$ cat config.mk
export PLATFORM = sky130hd
export DESIGN_NAME = adc_block_channel_stats_flat
export DESIGN_NICKNAME = d
export VERILOG_FILES = /design/src/hdl/adcbcs_pkg.sv /design/src/hdl/adcbcs_if.sv /design/src/hdl/adc_block_channel_stats.sv /design/src/hdl/adcbcs_ram.sv /design/src/hdl/adcbcs_update.sv /design/src/hdl/adcbcs_div.sv /design/src/flat_wrapper.sv
export SDC_FILE = /design/constraint.sdc
export NUM_CORES = 2
export LEC_CHECK = 0
export BUFFER_PORTS_ARGS = -buffer_cell sky130_fd_sc_hd__buf_2
export CORE_ASPECT_RATIO = 1.25
export CORE_UTILIZATION = 62
export DETAILED_ROUTE_END_ITERATION = 12
export PLACE_DENSITY = 0.78
export REMOVE_ABC_BUFFERS = 1
export SLEW_MARGIN = 15
export SYNTH_ARGS = -nofsm -noshare
export SYNTH_HDL_FRONTEND = slang
export SYNTH_SLANG_ARGS = --single-unit
$ cat constraint.sdc
create_clock -name clk -period 10.65 [get_ports clk]
set_clock_uncertainty 0.1 [all_clocks]
set_input_delay 3.195 -clock clk [delete_from_list [all_inputs] [get_ports clk]]
set_output_delay 3.195 -clock clk [all_outputs]
set_load 0.02 [all_outputs]
$ cat src/hdl/adcbcs_pkg.sv
`timescale 1ns / 1ps
`default_nettype none
// ----------------------------------------------------------------------------
// adcbcs_pkg
// Shared constants, record types and helpers for the ADC channel statistics.
// ----------------------------------------------------------------------------
package adcbcs_pkg;

  localparam int CHANNELS = 16;
  localparam int CH_AW    = (CHANNELS > 1) ? $clog2(CHANNELS) : 1;

  localparam int CH_W     = 4;   // channel field
  localparam int SMP_W    = 16;  // sample and result fields
  localparam int ACC_W    = 24;  // difference and sample sums
  localparam int CNT_W    = 8;   // per-channel sample count
  localparam int BS_W     = 8;   // block_size register

  localparam logic [BS_W-1:0]  BS_RESET = BS_W'(16);
  localparam logic [SMP_W-1:0] SAT16    = {SMP_W{1'b1}};

  // One channel record as held in the record RAM
  typedef struct packed {
    logic [CNT_W-1:0] count;
    logic [SMP_W-1:0] prev;
    logic [ACC_W-1:0] diff;
    logic [SMP_W-1:0] high;
    logic [SMP_W-1:0] low;
    logic [ACC_W-1:0] sum;
  } rec_t;

  localparam int REC_W = $bits(rec_t);

  // Block-close status from the update logic
  typedef struct packed {
    logic             closes;
    logic [SMP_W-1:0] diff_sat;
    logic [SMP_W-1:0] span;
    logic [ACC_W-1:0] sum;
  } close_t;

  function automatic logic in_range(input logic [CH_W-1:0] ch);
    return 32'(ch) < CHANNELS;
  endfunction

  function automatic logic [CH_AW-1:0] to_index(input logic [CH_W-1:0] ch);
    logic [CH_AW+CH_W-1:0] wide;
    wide = {{CH_AW{1'b0}}, ch};
    return wide[CH_AW-1:0];
  endfunction

  function automatic logic [CH_W-1:0] to_channel(input logic [CH_AW-1:0] idx);
    logic [CH_AW+CH_W-1:0] wide;
    wide = {{CH_W{1'b0}}, idx};
    return wide[CH_W-1:0];
  endfunction

endpackage
`default_nettype wire

$ cat src/hdl/adcbcs_if.sv
`timescale 1ns / 1ps
`default_nettype none
// ----------------------------------------------------------------------------
// adcbcs_if
// Valid/ready channels for samples in and block statistics out.
// ----------------------------------------------------------------------------
interface adcbcs_in_if;
  logic                           valid;
  logic                           ready;
  logic [adcbcs_pkg::CH_W-1:0]    channel;
  logic [adcbcs_pkg::SMP_W-1:0]   sample;

  modport source (output valid, output channel, output sample, input ready);
  modport sink   (input valid, input channel, input sample, output ready);
endinterface

interface adcbcs_out_if;
  logic                           valid;
  logic                           ready;
  logic [adcbcs_pkg::CH_W-1:0]    out_channel;
  logic [adcbcs_pkg::SMP_W-1:0]   diff_sum;
  logic [adcbcs_pkg::SMP_W-1:0]   peak_to_peak;
  logic [adcbcs_pkg::SMP_W-1:0]   mean;

  modport source (output valid, output out_channel, output diff_sum,
                  output peak_to_peak, output mean, input ready);
  modport sink   (input valid, input out_channel, input diff_sum,
                  input peak_to_peak, input mean, output ready);
endinterface
`default_nettype wire

$ cat src/hdl/adc_block_channel_stats.sv
`timescale 1ns / 1ps
`default_nettype none
// ----------------------------------------------------------------------------
// adc_block_channel_stats
// Per-channel ADC block statistics: difference sum, peak-to-peak and mean.
// ----------------------------------------------------------------------------
//  channel  direction  handshake     payload
//  in_beat  in         valid/ready   channel, sample
//  out_beat out        valid/ready   out_channel, diff_sum, peak_to_peak, mean
//  cfg      in         cfg_we        cfg_wdata (block_size)
//
//  A sample that does not close a block is accepted with a record RAM read,
//  then updated and written back. A closing sample also waits on the
//  24-step serial divider that forms the mean.
//  Reset clears the per-channel valid bits (counts read as zero); no clearing
//  pass. A pending result waiting on out_beat holds only the next closing beat.
// ----------------------------------------------------------------------------
module adc_block_channel_stats (
  input  wire logic                          clk,
  input  wire logic                          rst_n,
  adcbcs_in_if.sink                          in_beat,
  adcbcs_out_if.source                       out_beat,
  input  wire logic                          cfg_we,
  input  wire logic [adcbcs_pkg::BS_W-1:0]   cfg_wdata
);

  localparam logic [1:0] S_IDLE = 2'd0;
  localparam logic [1:0] S_READ = 2'd1;
  localparam logic [1:0] S_DIV  = 2'd2;

  logic [1:0]                       state_r, state_nxt;
  logic [adcbcs_pkg::BS_W-1:0]      bs_r;
  logic [adcbcs_pkg::BS_W-1:0]      bs_eff;
  logic [adcbcs_pkg::CH_AW-1:0]     ch_r;
  logic [adcbcs_pkg::SMP_W-1:0]     smp_r;
  logic [adcbcs_pkg::CHANNELS-1:0]  vld_r;
  logic [adcbcs_pkg::SMP_W-1:0]     diff_r;
  logic [adcbcs_pkg::SMP_W-1:0]     span_r;

  logic                             out_valid_r, out_valid_nxt;
  logic [adcbcs_pkg::CH_W-1:0]      out_ch_r;
  logic [adcbcs_pkg::SMP_W-1:0]     out_diff_r;
  logic [adcbcs_pkg::SMP_W-1:0]     out_span_r;
  logic [adcbcs_pkg::SMP_W-1:0]     out_mean_r;

  logic                             in_fire;
  logic                             ram_we;
  logic [adcbcs_pkg::REC_W-1:0]     ram_rdata;
  adcbcs_pkg::rec_t                 cur_rec;
  adcbcs_pkg::rec_t                 wr_rec;
  adcbcs_pkg::close_t               cls;
  logic                             div_start;
  logic                             div_done;
  logic [adcbcs_pkg::SMP_W-1:0]     div_quot;
  logic                             load_out;

  assign in_beat.ready = (state_r == S_IDLE);
  assign in_fire       = in_beat.valid && in_beat.ready;
  assign bs_eff        = (bs_r == '0) ? adcbcs_pkg::BS_W'(1) : bs_r;

  // never-written channel reads as an empty record
  assign cur_rec   = vld_r[ch_r] ? adcbcs_pkg::rec_t'(ram_rdata) : '0;
  assign ram_we    = (state_r == S_READ);
  assign div_start = (state_r == S_READ) && cls.closes;
  assign load_out  = (state_r == S_DIV) && div_done && (!out_valid_r || out_beat.ready);

  adcbcs_ram #(
    .WIDTH (adcbcs_pkg::REC_W),
    .DEPTH (adcbcs_pkg::CHANNELS)
  ) u_rec_ram (
    .clk   (clk),
    .we    (ram_we),
    .waddr (ch_r),
    .wdata (wr_rec),
    .re    (in_fire),
    .raddr (adcbcs_pkg::to_index(in_beat.channel)),
    .rdata (ram_rdata)
  );

  adcbcs_update u_update (
    .cur    (cur_rec),
    .sample (smp_r),
    .bs     (bs_eff),
    .wr_rec (wr_rec),
    .cls    (cls)
  );

  adcbcs_div u_div (
    .clk      (clk),
    .rst_n    (rst_n),
    .start    (div_start),
    .dividend (cls.sum),
    .divisor  (bs_eff),
    .done     (div_done),
    .quotient (div_quot)
  );

  always_comb begin
    state_nxt = state_r;
    unique case (state_r)
      S_IDLE: begin
        if (in_fire && adcbcs_pkg::in_range(in_beat.channel)) begin
          state_nxt = S_READ;
        end
      end
      S_READ: begin
        state_nxt = cls.closes ? S_DIV : S_IDLE;
      end
      S_DIV: begin
        if (load_out) begin
          state_nxt = S_IDLE;
        end
      end
      default: begin
        state_nxt = S_IDLE;
      end
    endcase
  end

  always_comb begin
    out_valid_nxt = out_valid_r;
    if (load_out) begin
      out_valid_nxt = 1'b1;
    end else if (out_beat.ready) begin
      out_valid_nxt = 1'b0;
    end
  end

  always_ff @(posedge clk) begin
    if (!rst_n) begin
      state_r     <= S_IDLE;
      bs_r        <= adcbcs_pkg::BS_RESET;
      vld_r       <= '0;
      out_valid_r <= 1'b0;
    end else begin
      state_r     <= state_nxt;
      out_valid_r <= out_valid_nxt;
      if (cfg_we) begin
        bs_r <= cfg_wdata;
      end
      if (ram_we) begin
        vld_r[ch_r] <= 1'b1;
      end
    end

    if (in_fire) begin
      ch_r  <= adcbcs_pkg::to_index(in_beat.channel);
      smp_r <= in_beat.sample;
    end
    if (div_start) begin
      diff_r <= cls.diff_sat;
      span_r <= cls.span;
    end
    if (load_out) begin
      out_ch_r   <= adcbcs_pkg::to_channel(ch_r);
      out_diff_r <= diff_r;
      out_span_r <= span_r;
      out_mean_r <= div_quot;
    end
  end

  assign out_beat.valid        = out_valid_r;
  assign out_beat.out_channel  = out_ch_r;
  assign out_beat.diff_sum     = out_diff_r;
  assign out_beat.peak_to_peak = out_span_r;
  assign out_beat.mean         = out_mean_r;

`ifndef SYNTH
  a_read_one_cycle: assert property (@(posedge clk) disable iff (!rst_n)
    (state_r == S_READ) |=> (state_r == S_IDLE || state_r == S_DIV))
    else $error("record read held for more than one cycle");

  a_result_loaded: assert property (@(posedge clk) disable iff (!rst_n)
    (state_r == S_DIV && div_done && !out_valid_r) |=> out_valid_r)
    else $error("finished mean not moved to output register");

  a_result_source: assert property (@(posedge clk) disable iff (!rst_n)
    $rose(out_valid_r) |-> $past(state_r == S_DIV))
    else $error("result raised outside divide phase");

  a_ignored_channel: assert property (@(posedge clk) disable iff (!rst_n)
    (in_fire && !adcbcs_pkg::in_range(in_beat.channel)) |=> (state_r == S_IDLE))
    else $error("out-of-range channel started an update");
`endif

endmodule
`default_nettype wire

$ cat src/hdl/adcbcs_ram.sv
`timescale 1ns / 1ps
`default_nettype none
// ----------------------------------------------------------------------------
// adcbcs_ram
// Generic simple dual-port RAM, one write and one registered read port.
// ----------------------------------------------------------------------------
module adcbcs_ram #(
  parameter int WIDTH = 8,
  parameter int DEPTH = 16
) (
  input  wire logic                                      clk,
  input  wire logic                                      we,
  input  wire logic [$clog2((DEPTH > 1) ? DEPTH : 2)-1:0] waddr,
  input  wire logic [WIDTH-1:0]                          wdata,
  input  wire logic                                      re,
  input  wire logic [$clog2((DEPTH > 1) ? DEPTH : 2)-1:0] raddr,
  output logic      [WIDTH-1:0]                          rdata
);

  logic [WIDTH-1:0] mem [DEPTH];

  always_ff @(posedge clk) begin
    if (we) begin
      mem[waddr] <= wdata;
    end
    if (re) begin
      rdata <= mem[raddr];
    end
  end

endmodule
`default_nettype wire

$ cat src/hdl/adcbcs_update.sv
`timescale 1ns / 1ps
`default_nettype none
// ----------------------------------------------------------------------------
// adcbcs_update
// Read-modify-write step: folds one sample into a channel record.
// ----------------------------------------------------------------------------
module adcbcs_update (
  input  wire adcbcs_pkg::rec_t                cur,
  input  wire logic [adcbcs_pkg::SMP_W-1:0]    sample,
  input  wire logic [adcbcs_pkg::BS_W-1:0]     bs,
  output adcbcs_pkg::rec_t                     wr_rec,
  output adcbcs_pkg::close_t                   cls
);

  adcbcs_pkg::rec_t              upd;
  logic                          first;
  logic [adcbcs_pkg::SMP_W-1:0]  delta;

  always_comb begin
    first = (cur.count == '0);
    delta = (sample >= cur.prev) ? (sample - cur.prev) : (cur.prev - sample);

    upd.prev  = sample;
    upd.count = cur.count + adcbcs_pkg::CNT_W'(1);
    if (first) begin
      // first beat of a block seeds everything
      upd.diff = '0;
      upd.high = sample;
      upd.low  = sample;
      upd.sum  = adcbcs_pkg::ACC_W'(sample);
    end else begin
      upd.diff = cur.diff + adcbcs_pkg::ACC_W'(delta);
      upd.high = (sample > cur.high) ? sample : cur.high;
      upd.low  = (sample < cur.low)  ? sample : cur.low;
      upd.sum  = cur.sum + adcbcs_pkg::ACC_W'(sample);
    end

    cls.closes   = (upd.count >= bs);
    cls.diff_sat = (|upd.diff[adcbcs_pkg::ACC_W-1:adcbcs_pkg::SMP_W])
                   ? adcbcs_pkg::SAT16 : upd.diff[adcbcs_pkg::SMP_W-1:0];
    cls.span     = upd.high - upd.low;
    cls.sum      = upd.sum;

    wr_rec = cls.closes ? '0 : upd;
  end

endmodule
`default_nettype wire

$ cat src/hdl/adcbcs_div.sv
`timescale 1ns / 1ps
`default_nettype none
// ----------------------------------------------------------------------------
// adcbcs_div
// Restoring serial divider, one quotient bit per cycle, saturating result.
// ----------------------------------------------------------------------------
module adcbcs_div (
  input  wire logic                          clk,
  input  wire logic                          rst_n,
  input  wire logic                          start,
  input  wire logic [adcbcs_pkg::ACC_W-1:0]  dividend,
  input  wire logic [adcbcs_pkg::BS_W-1:0]   divisor,
  output logic                               done,
  output logic [adcbcs_pkg::SMP_W-1:0]       quotient
);

  localparam int STEPS = adcbcs_pkg::ACC_W;
  localparam int SC_W  = $clog2(STEPS + 1);
  localparam int DW    = adcbcs_pkg::BS_W;
  localparam int AW    = adcbcs_pkg::ACC_W;

  logic            busy_r, busy_nxt;
  logic            done_r, done_nxt;
  logic [SC_W-1:0] cnt_r, cnt_nxt;
  logic [DW-1:0]   rem_r, rem_nxt;
  logic [DW-1:0]   dsr_r, dsr_nxt;
  logic [AW-1:0]   dvd_r, dvd_nxt;
  logic [AW-1:0]   quo_r, quo_nxt;
  logic [DW:0]     shifted;
  logic [DW:0]     trial;

  always_comb begin
    busy_nxt = busy_r;
    done_nxt = done_r;
    cnt_nxt  = cnt_r;
    rem_nxt  = rem_r;
    dsr_nxt  = dsr_r;
    dvd_nxt  = dvd_r;
    quo_nxt  = quo_r;
    shifted  = {rem_r, dvd_r[AW-1]};
    trial    = shifted - {1'b0, dsr_r};

    if (start) begin
      busy_nxt = 1'b1;
      done_nxt = 1'b0;
      cnt_nxt  = SC_W'(STEPS);
      rem_nxt  = '0;
      dsr_nxt  = divisor;
      dvd_nxt  = dividend;
      quo_nxt  = '0;
    end else if (busy_r) begin
      // remainder stays below the divisor, so it fits DW bits
      if (shifted >= {1'b0, dsr_r}) begin
        rem_nxt = trial[DW-1:0];
        quo_nxt = {quo_r[AW-2:0], 1'b1};
      end else begin
        rem_nxt = shifted[DW-1:0];
        quo_nxt = {quo_r[AW-2:0], 1'b0};
      end
      dvd_nxt = {dvd_r[AW-2:0], 1'b0};
      cnt_nxt = cnt_r - SC_W'(1);
      if (cnt_r == SC_W'(1)) begin
        busy_nxt = 1'b0;
        done_nxt = 1'b1;
      end
    end
  end

  always_ff @(posedge clk) begin
    if (!rst_n) begin
      busy_r <= 1'b0;
      done_r <= 1'b0;
      cnt_r  <= '0;
    end else begin
      busy_r <= busy_nxt;
      done_r <= done_nxt;
      cnt_r  <= cnt_nxt;
    end
    rem_r <= rem_nxt;
    dsr_r <= dsr_nxt;
    dvd_r <= dvd_nxt;
    quo_r <= quo_nxt;
  end

  assign done     = done_r;
  assign quotient = (|quo_r[AW-1:adcbcs_pkg::SMP_W]) ? adcbcs_pkg::SAT16
                                                     : quo_r[adcbcs_pkg::SMP_W-1:0];

endmodule
`default_nettype wire

$ cat src/flat_wrapper.sv
// flat-port wrapper written by rule: the top's interface ports become plain ports
module adc_block_channel_stats_flat 
  (clk, rst_n, cfg_we, cfg_wdata, in_beat_valid, in_beat_channel, in_beat_sample, in_beat_ready, out_beat_valid, out_beat_out_channel, out_beat_diff_sum, out_beat_peak_to_peak, out_beat_mean, out_beat_ready);
  adcbcs_in_if in_beat_i ();
  adcbcs_out_if out_beat_i ();
  input  wire logic clk;
  input  wire logic rst_n;
  input  wire logic cfg_we;
  input  wire logic [adcbcs_pkg::BS_W-1:0] cfg_wdata;
  input wire logic [$bits(in_beat_i.valid)-1:0] in_beat_valid;
  input wire logic [$bits(in_beat_i.channel)-1:0] in_beat_channel;
  input wire logic [$bits(in_beat_i.sample)-1:0] in_beat_sample;
  output wire logic [$bits(in_beat_i.ready)-1:0] in_beat_ready;
  output wire logic [$bits(out_beat_i.valid)-1:0] out_beat_valid;
  output wire logic [$bits(out_beat_i.out_channel)-1:0] out_beat_out_channel;
  output wire logic [$bits(out_beat_i.diff_sum)-1:0] out_beat_diff_sum;
  output wire logic [$bits(out_beat_i.peak_to_peak)-1:0] out_beat_peak_to_peak;
  output wire logic [$bits(out_beat_i.mean)-1:0] out_beat_mean;
  input wire logic [$bits(out_beat_i.ready)-1:0] out_beat_ready;
  assign in_beat_i.valid = in_beat_valid;
  assign in_beat_i.channel = in_beat_channel;
  assign in_beat_i.sample = in_beat_sample;
  assign in_beat_ready = in_beat_i.ready;
  assign out_beat_valid = out_beat_i.valid;
  assign out_beat_out_channel = out_beat_i.out_channel;
  assign out_beat_diff_sum = out_beat_i.diff_sum;
  assign out_beat_peak_to_peak = out_beat_i.peak_to_peak;
  assign out_beat_mean = out_beat_i.mean;
  assign out_beat_i.ready = out_beat_ready;
  adc_block_channel_stats u_core (.clk(clk), .rst_n(rst_n), .in_beat(in_beat_i), .out_beat(out_beat_i), .cfg_we(cfg_we), .cfg_wdata(cfg_wdata));
endmodule
Yosys cells after proc, flatten, opt, wreduce, memory -nomap -nowiden
Memory sizes are Yosys's and may differ from the RTL's. A register that Yosys moved wholly into a read port is not among the register bits.
Cells that the tools add are included.
{ "classes": {"n_reduce_logical": 17, "n_eq_ne": 5, "magnitude_cmp": 7, "n_bitwise": 2, "addsub": 8, "muxes": 28} }
{ "op_table": {"columns": ["op", "n"], "rows": [
  ["104-bit two-way mux", 2],
  ["80-bit two-way mux", 1],
  ["24-bit by 16-bit adder with 24-bit output", 2],
  ["16-bit two-way mux", 3],
  ["24-bit two-way mux", 2],
  ["16-bit subtractor", 3],
  ["16-bit greater-or-equal comparator", 1],
  ["16-bit greater-than comparator", 1],
  ["8-bit zero test", 2],
  ["16-bit < comparator", 1],
  ["8-bit two-way mux", 2],
  ["16-bit bitwise OR", 1],
  ["8-bit OR reduction", 2],
  ["1-bit two-way mux", 10],
  ["5-bit two-way mux", 2],
  ["9-bit by 8-bit greater-or-equal comparator with 1-bit output", 1],
  ["8-bit by 1-bit adder with 8-bit output (second input constant)", 1],
  ["8-bit greater-or-equal comparator", 1],
  ["8-bit subtractor", 1],
  ["2-bit two-way mux", 3],
  ["2-bit case mux with 3 select lines", 1],
  ["5-bit by 1-bit equality test with 1-bit output (second input constant)", 1],
  ["1-bit logical AND", 5],
  ["4-bit by 5-bit < comparator with 1-bit output (second input constant)", 1],
  ["15 further kinds", 17]
]} }
{ "totals": {"output_inout_bits": 54, "ramBits": 1664, "register_bits": 202, "memories": 1} }
{ "mem_list": {"columns": ["name", "words", "width", "rd", "rd_ports_with_merged_regs", "write_ports", "line", "source"], "rows": [
  ["u_core.u_rec_ram.mem", 16, 104, 1, 1, 1, "adcbcs_ram.sv:20", "logic [WIDTH-1:0] mem [DEPTH];"]
]} }

Depth between registers and ports, before layout
{ "logic_depth": {"depth_word": 8, "mapped_depth": 34} }

By module
From an unflattened synthesis, not the netlist that was laid out.
{ "hier_totals": {"hier_cells": 4293, "area_unflattened_um2": 80489.7} }
{ "modules_own_cells": {"columns": ["module", "n_inst", "seq_area_each_um2", "area_each_um2", "cells_each"], "rows": [
  ["adcbcs_ram", 1, 53090.9, 65307.6, 2662],
  ["adcbcs_update", 1, 0.0, 6597.6, 985],
  ["adc_block_channel_stats", 1, 3663.5, 5222.5, 347],
  ["adcbcs_div", 1, 1741.7, 3362.0, 299]
]} }

Least setup slack after synthesis
Ideal clock, no wire load.
{ "synth_path": {"kind": "flip-flop to flip-flop", "startpoint": "register u_core.ch_r[0] (netlist bit)", "endpoint": "memory u_core.u_rec_ram.mem[1][0] (netlist bit) (enable)", "synth_period_minus_slack_ns": 8.852, "setup_time_ns": 0.697, "t_arrival_ns": 8.056, "path_buffers": 0, "path_stages_with_launch": 4, "slack_ns": 1.798, "required_ns": 9.853, "path_cell_list": "edfxtp_1 > inv_1 > or3_1 > nor3_1"} }
{ "synth_lines": {"columns": ["element", "line", "source"], "rows": [
  ["start, declared", "adc_block_channel_stats.sv:34", "logic [adcbcs_pkg::CH_AW-1:0] ch_r;"],
  ["start signal, assigned", "adc_block_channel_stats.sv:147", "ch_r <= adcbcs_pkg::to_index(in_beat.channel);"],
  ["end, declared", "adcbcs_ram.sv:20", null]
]} }
No word-level cell before the write port.

Worst setup path in the final report
{ "layout_path": {"startpoint": "register u_core.ch_r[3] (netlist bit)", "endpoint": "register u_core.diff_r[15] (netlist bit), data pin"} }
{ "layout_between": {"elab_chain_len": 8, "elab_cells_between_ends": 11, "classes_between": "add/sub (3); order compare (1); mux (5); reduce/logical (2)"} }
{ "layout_lines": {"columns": ["element", "line", "source"], "rows": [
  ["1-bit binary-select mux with 4-bit select *", "adc_block_channel_stats.sv:62", "assign cur_rec = vld_r[ch_r] ? adcbcs_pkg::rec_t'(ram_rdata) : '0;"],
  ["1-bit two-way mux (implied by the code) *", "adc_block_channel_stats.sv:62", null],
  ["104-bit two-way mux *", "adc_block_channel_stats.sv:62", null],
  ["16-bit subtractor / 16-bit greater-or-equal comparator (equally long branches)", "adcbcs_update.sv:21", "delta = (sample >= cur.prev) ? (sample - cur.prev) : (cur.prev - sample);"],
  ["16-bit two-way mux", "adcbcs_update.sv:21", null],
  ["24-bit by 16-bit adder with 24-bit output", "adcbcs_update.sv:32", "upd.diff = cur.diff + adcbcs_pkg::ACC_W'(delta);"],
  ["80-bit two-way mux *", "adcbcs_update.sv:25", "if (first) begin"],
  ["8-bit OR reduction", "adcbcs_update.sv:39", "cls.diff_sat = (|upd.diff[adcbcs_pkg::ACC_W-1:adcbcs_pkg::SMP_W])"],
  ["end signal, assigned", "adc_block_channel_stats.sv:151", "diff_r <= cls.diff_sat;"],
  ["end, declared", "adc_block_channel_stats.sv:37", "logic [adcbcs_pkg::SMP_W-1:0] diff_r;"]
]} }
Mark *: on every way between the ends. The rest lies on a longest branch, timed or not. The select of a mux whose other input is x is not followed.
A chain may end at the register's enable or synchronous reset.

==> metrics <==
CP max stage delay 0.80 ns; Synth Area per Inst 19.8 um^2; leakage 29.1 nW; Hold Crit Class register to register; Routed WL 200000 um; flip-flop and latch area 0.0585 mm^2; I/O Buffers 86; Max H-tree Level 4; share of layout cells above drive strength 1 23.1%; maximum VDD drop 134 uV; slowest cell on the critical path edfxtp_1; final setup TNS 0 ns; slew margin rel. 14.6%; Cell Pwr Density 205 mW/mm^2; Yosys top cell by area edfxtp_1; row cnt 146; total inserted antenna cells 0; Synth Instances 4018; number of synthesized flops with an enable pin 1904; final-stage net count 4323; Skew-Pair Late Insertion Delay 0.83 ns; CP arrival 8.79 ns; Setup CP Type register to register; Die Footprint 0.130 mm^2; CP Max Fanout 62; Post-CTS Setup Inserts 0; Filler cells 7448; Clock transition at path regs 0.07 ns; Synth-to-Final Area Change 10.3%; Yosys cell types 79; drt first pass iters 6; Synth Flop Type edfxtp_1; count of final setup violators 0; outcome completed; Async S/R FF share, synth 0%; grt ovf 0; core box area 0.127 mm^2; RSZ-0062 raised after global routing no; CP Capture Type register; initial antenna violation count 5; Vias 41.6k; Post-DP HPWL 103000 um; starting density of the core 62.7%; Max-Cap Viols 0; Seq/Total Area, Yosys 73.5%; CTS root buffer clkbuf_16; Synth top area share 71.8%; largest net degree at the start of global routing 135; drt via density 6.93; area of the multi-input gates 0.0202 mm^2; post-route ant nets 0; Worst Max-Slew Pin Slew 1.26 ns; Tcrit/Tclk final 78.5%; first-pass GRT wire length 288000 um; total track usage 31.6%; Synth Register Bits 1970; main area contributors after synthesis edfxtp_1, mux4_2, ha_1, dfxtp_1, nor2_1; Slew Limit Fails 0; PnR Total Power 18.0 mW; CTS sink cnt 1970; die width 322 um; residual DRC count 0; Post-Syn Area 0.0796 mm^2; CTS buffer count 172; Fmax 120 MHz; CTS-repair resized insts 0; Period minus WS final 8.36 ns; Post-CTS Hold Fix Bufs 0; synth warn 0; DRT iter0 DRCs 5944; vias in the first global route 41.5k; Final Hold Fails 0; Max clock buf depth 3; DR WL/cell 33.4 um; Die Height 403 um; CP required 11.08 ns; critical path launch point type register; gpl congestion 0.933; CTS tree built; # IOs 87
==> final cells by class <==
class / instances / share of cell area (%)
clock buffers: 215 / 5.29
flip-flops and latches: 1970 / 66.6
multi-input cells: 1770 / 23.0
well taps: 1702 / 2.42
repair buffers: 159 / 1.33
clock inverters: 100 / 1.04
inverters: 82 / 0.352
==> worst max-delay path, delay by kind of cell, from the launching register on <==
| family | cells | cell delay, ns |
|---|---|---|
| AOI/OAI and AO/OA | 9 | 1.86 |
| xor gates and xnor gates | 1 | 0.09 |
| adders and majority gates | 2 | 0.67 |
| buffers and inverters | 2 | 0.67 |
| DFF | 1 | 0.80 |
| muxes | 3 | 0.89 |
| and+or+nand+nor | 9 | 2.92 |
==> cells in the mapped netlist, types with 17 or more instances <==
cell and instances:
a21o_1 36, a21oi_1 98, and2_1 24, and3_1 44, buf_1 36, clkbuf_1 143, dfxtp_1 66, edfxtp_1 1904
ha_1 129, inv_1 81, mux2i_1 44, mux4_2 520, nand2_1 158, nand2b_1 21, nand3_1 37, nor2_1 216
nor2b_1 21, nor3_1 25, o21a_1 30, o21ai_0 70, or2_2 17, xnor2_1 48, xor2_1 28
==> placed cells by master, fill, tap and decap left out, types with 48 or more instances in the layout <==
master        n
inv_1        81
o21ai_0      70
edfxtp_1   1904
nor2_1      204
nand2_1     157
ha_1        129
a21oi_1      97
dfxtp_1      65
clkbuf_16   179
xnor2_1      48
buf_2        82
mux4_2      520
buf_4        61
==> per-stage QoR <==
step / hold slack, ns / setup WS (ns) / utilization, % / instance area, um^2 / cells
after CTS: 0.315 / 2.43 / 69.2 / 87800 / 5997
final: 0.312 / 2.29 / 69.2 / 87800 / 5998
after detailed placement: 0.312 / 2.49 / 64.8 / 82200 / 5682
after global routing: 0.313 / 1.81 / 69.2 / 87800 / 5998
after global placement: 0.305 / 2.64 / 64.8 / 82200 / 5682
after floorplan: 0.300 / 0.908 / - / 78800 / 3822
==> cell families (layout without fill, tap and decap cells) <==
| kind of cell | after synthesis | after routing | synth area share, % |
|---|---|---|---|
| adders and majority gates | 135 | 135 | 2.18 |
| xor gates and xnor gates | 76 | 76 | 0.836 |
| DFF | 1970 | 1970 | 73.5 |
| buffers and inverters | 278 | 556 | 1.36 |
| and+or+nand+nor | 634 | 634 | 3.84 |
| AOI/OAI and AO/OA | 351 | 351 | 2.89 |
| muxes | 574 | 574 | 15.4 |
==> sequential cells by signal, indices dropped and copies added (netlist names), 5 cells and up <==
signal / flops
u_core.out_beat.diff_sum: 16
u_core.u_div.cnt_r: 5
u_core.out_beat.peak_to_peak: 16
u_core.u_div.dsr_r: 8
u_core.smp_r: 16
u_core.u_div.quo_r: 24
u_core.u_div.dvd_r: 24
u_core.diff_r: 16
u_core.u_rec_ram.rdata: 104
u_core.u_rec_ram.mem: 1664
u_core.u_div.rem_r: 8
u_core.out_beat.mean: 16
u_core.vld_r: 16
u_core.bs_r: 8
u_core.span_r: 16
==> routing by layer <==
layer,track usage (%),part of all wire [%]
met1,43.1,37
met2,50.9,49
met3,6.20,10
met4,12.4,3.9
met5,0,0.013
==> worst paths after layout <==
check / from / end / slack [ns] / depth (start not counted)
setup reg to reg: u_core.ch_r[3] / u_core.diff_r[15] / 2.29 / 26
setup / recovery: u_core.ch_r[3] / u_core.diff_r[15] / 2.29 / 26
hold reg to reg: u_core.span_r[5] / u_core.out_beat.peak_to_peak[5] / 0.31 / 0
hold / removal: u_core.span_r[5] / u_core.out_beat.peak_to_peak[5] / 0.31 / 0
==> report_power, final <==
| part | leakage [nW] | switching, mW | total [mW] | internal, mW |
|---|---|---|---|---|
| combinational | 8.32 | 1.69 | 2.44 | 0.759 |
| sequential | 18.0 | 0.117 | 9.36 | 9.24 |
| clock | 2.74 | 2.75 | 6.24 | 3.48 |
| total | 29.1 | 4.55 | 18.0 | 13.5 |
No activity file was read; power rests on OpenSTA's default activity.
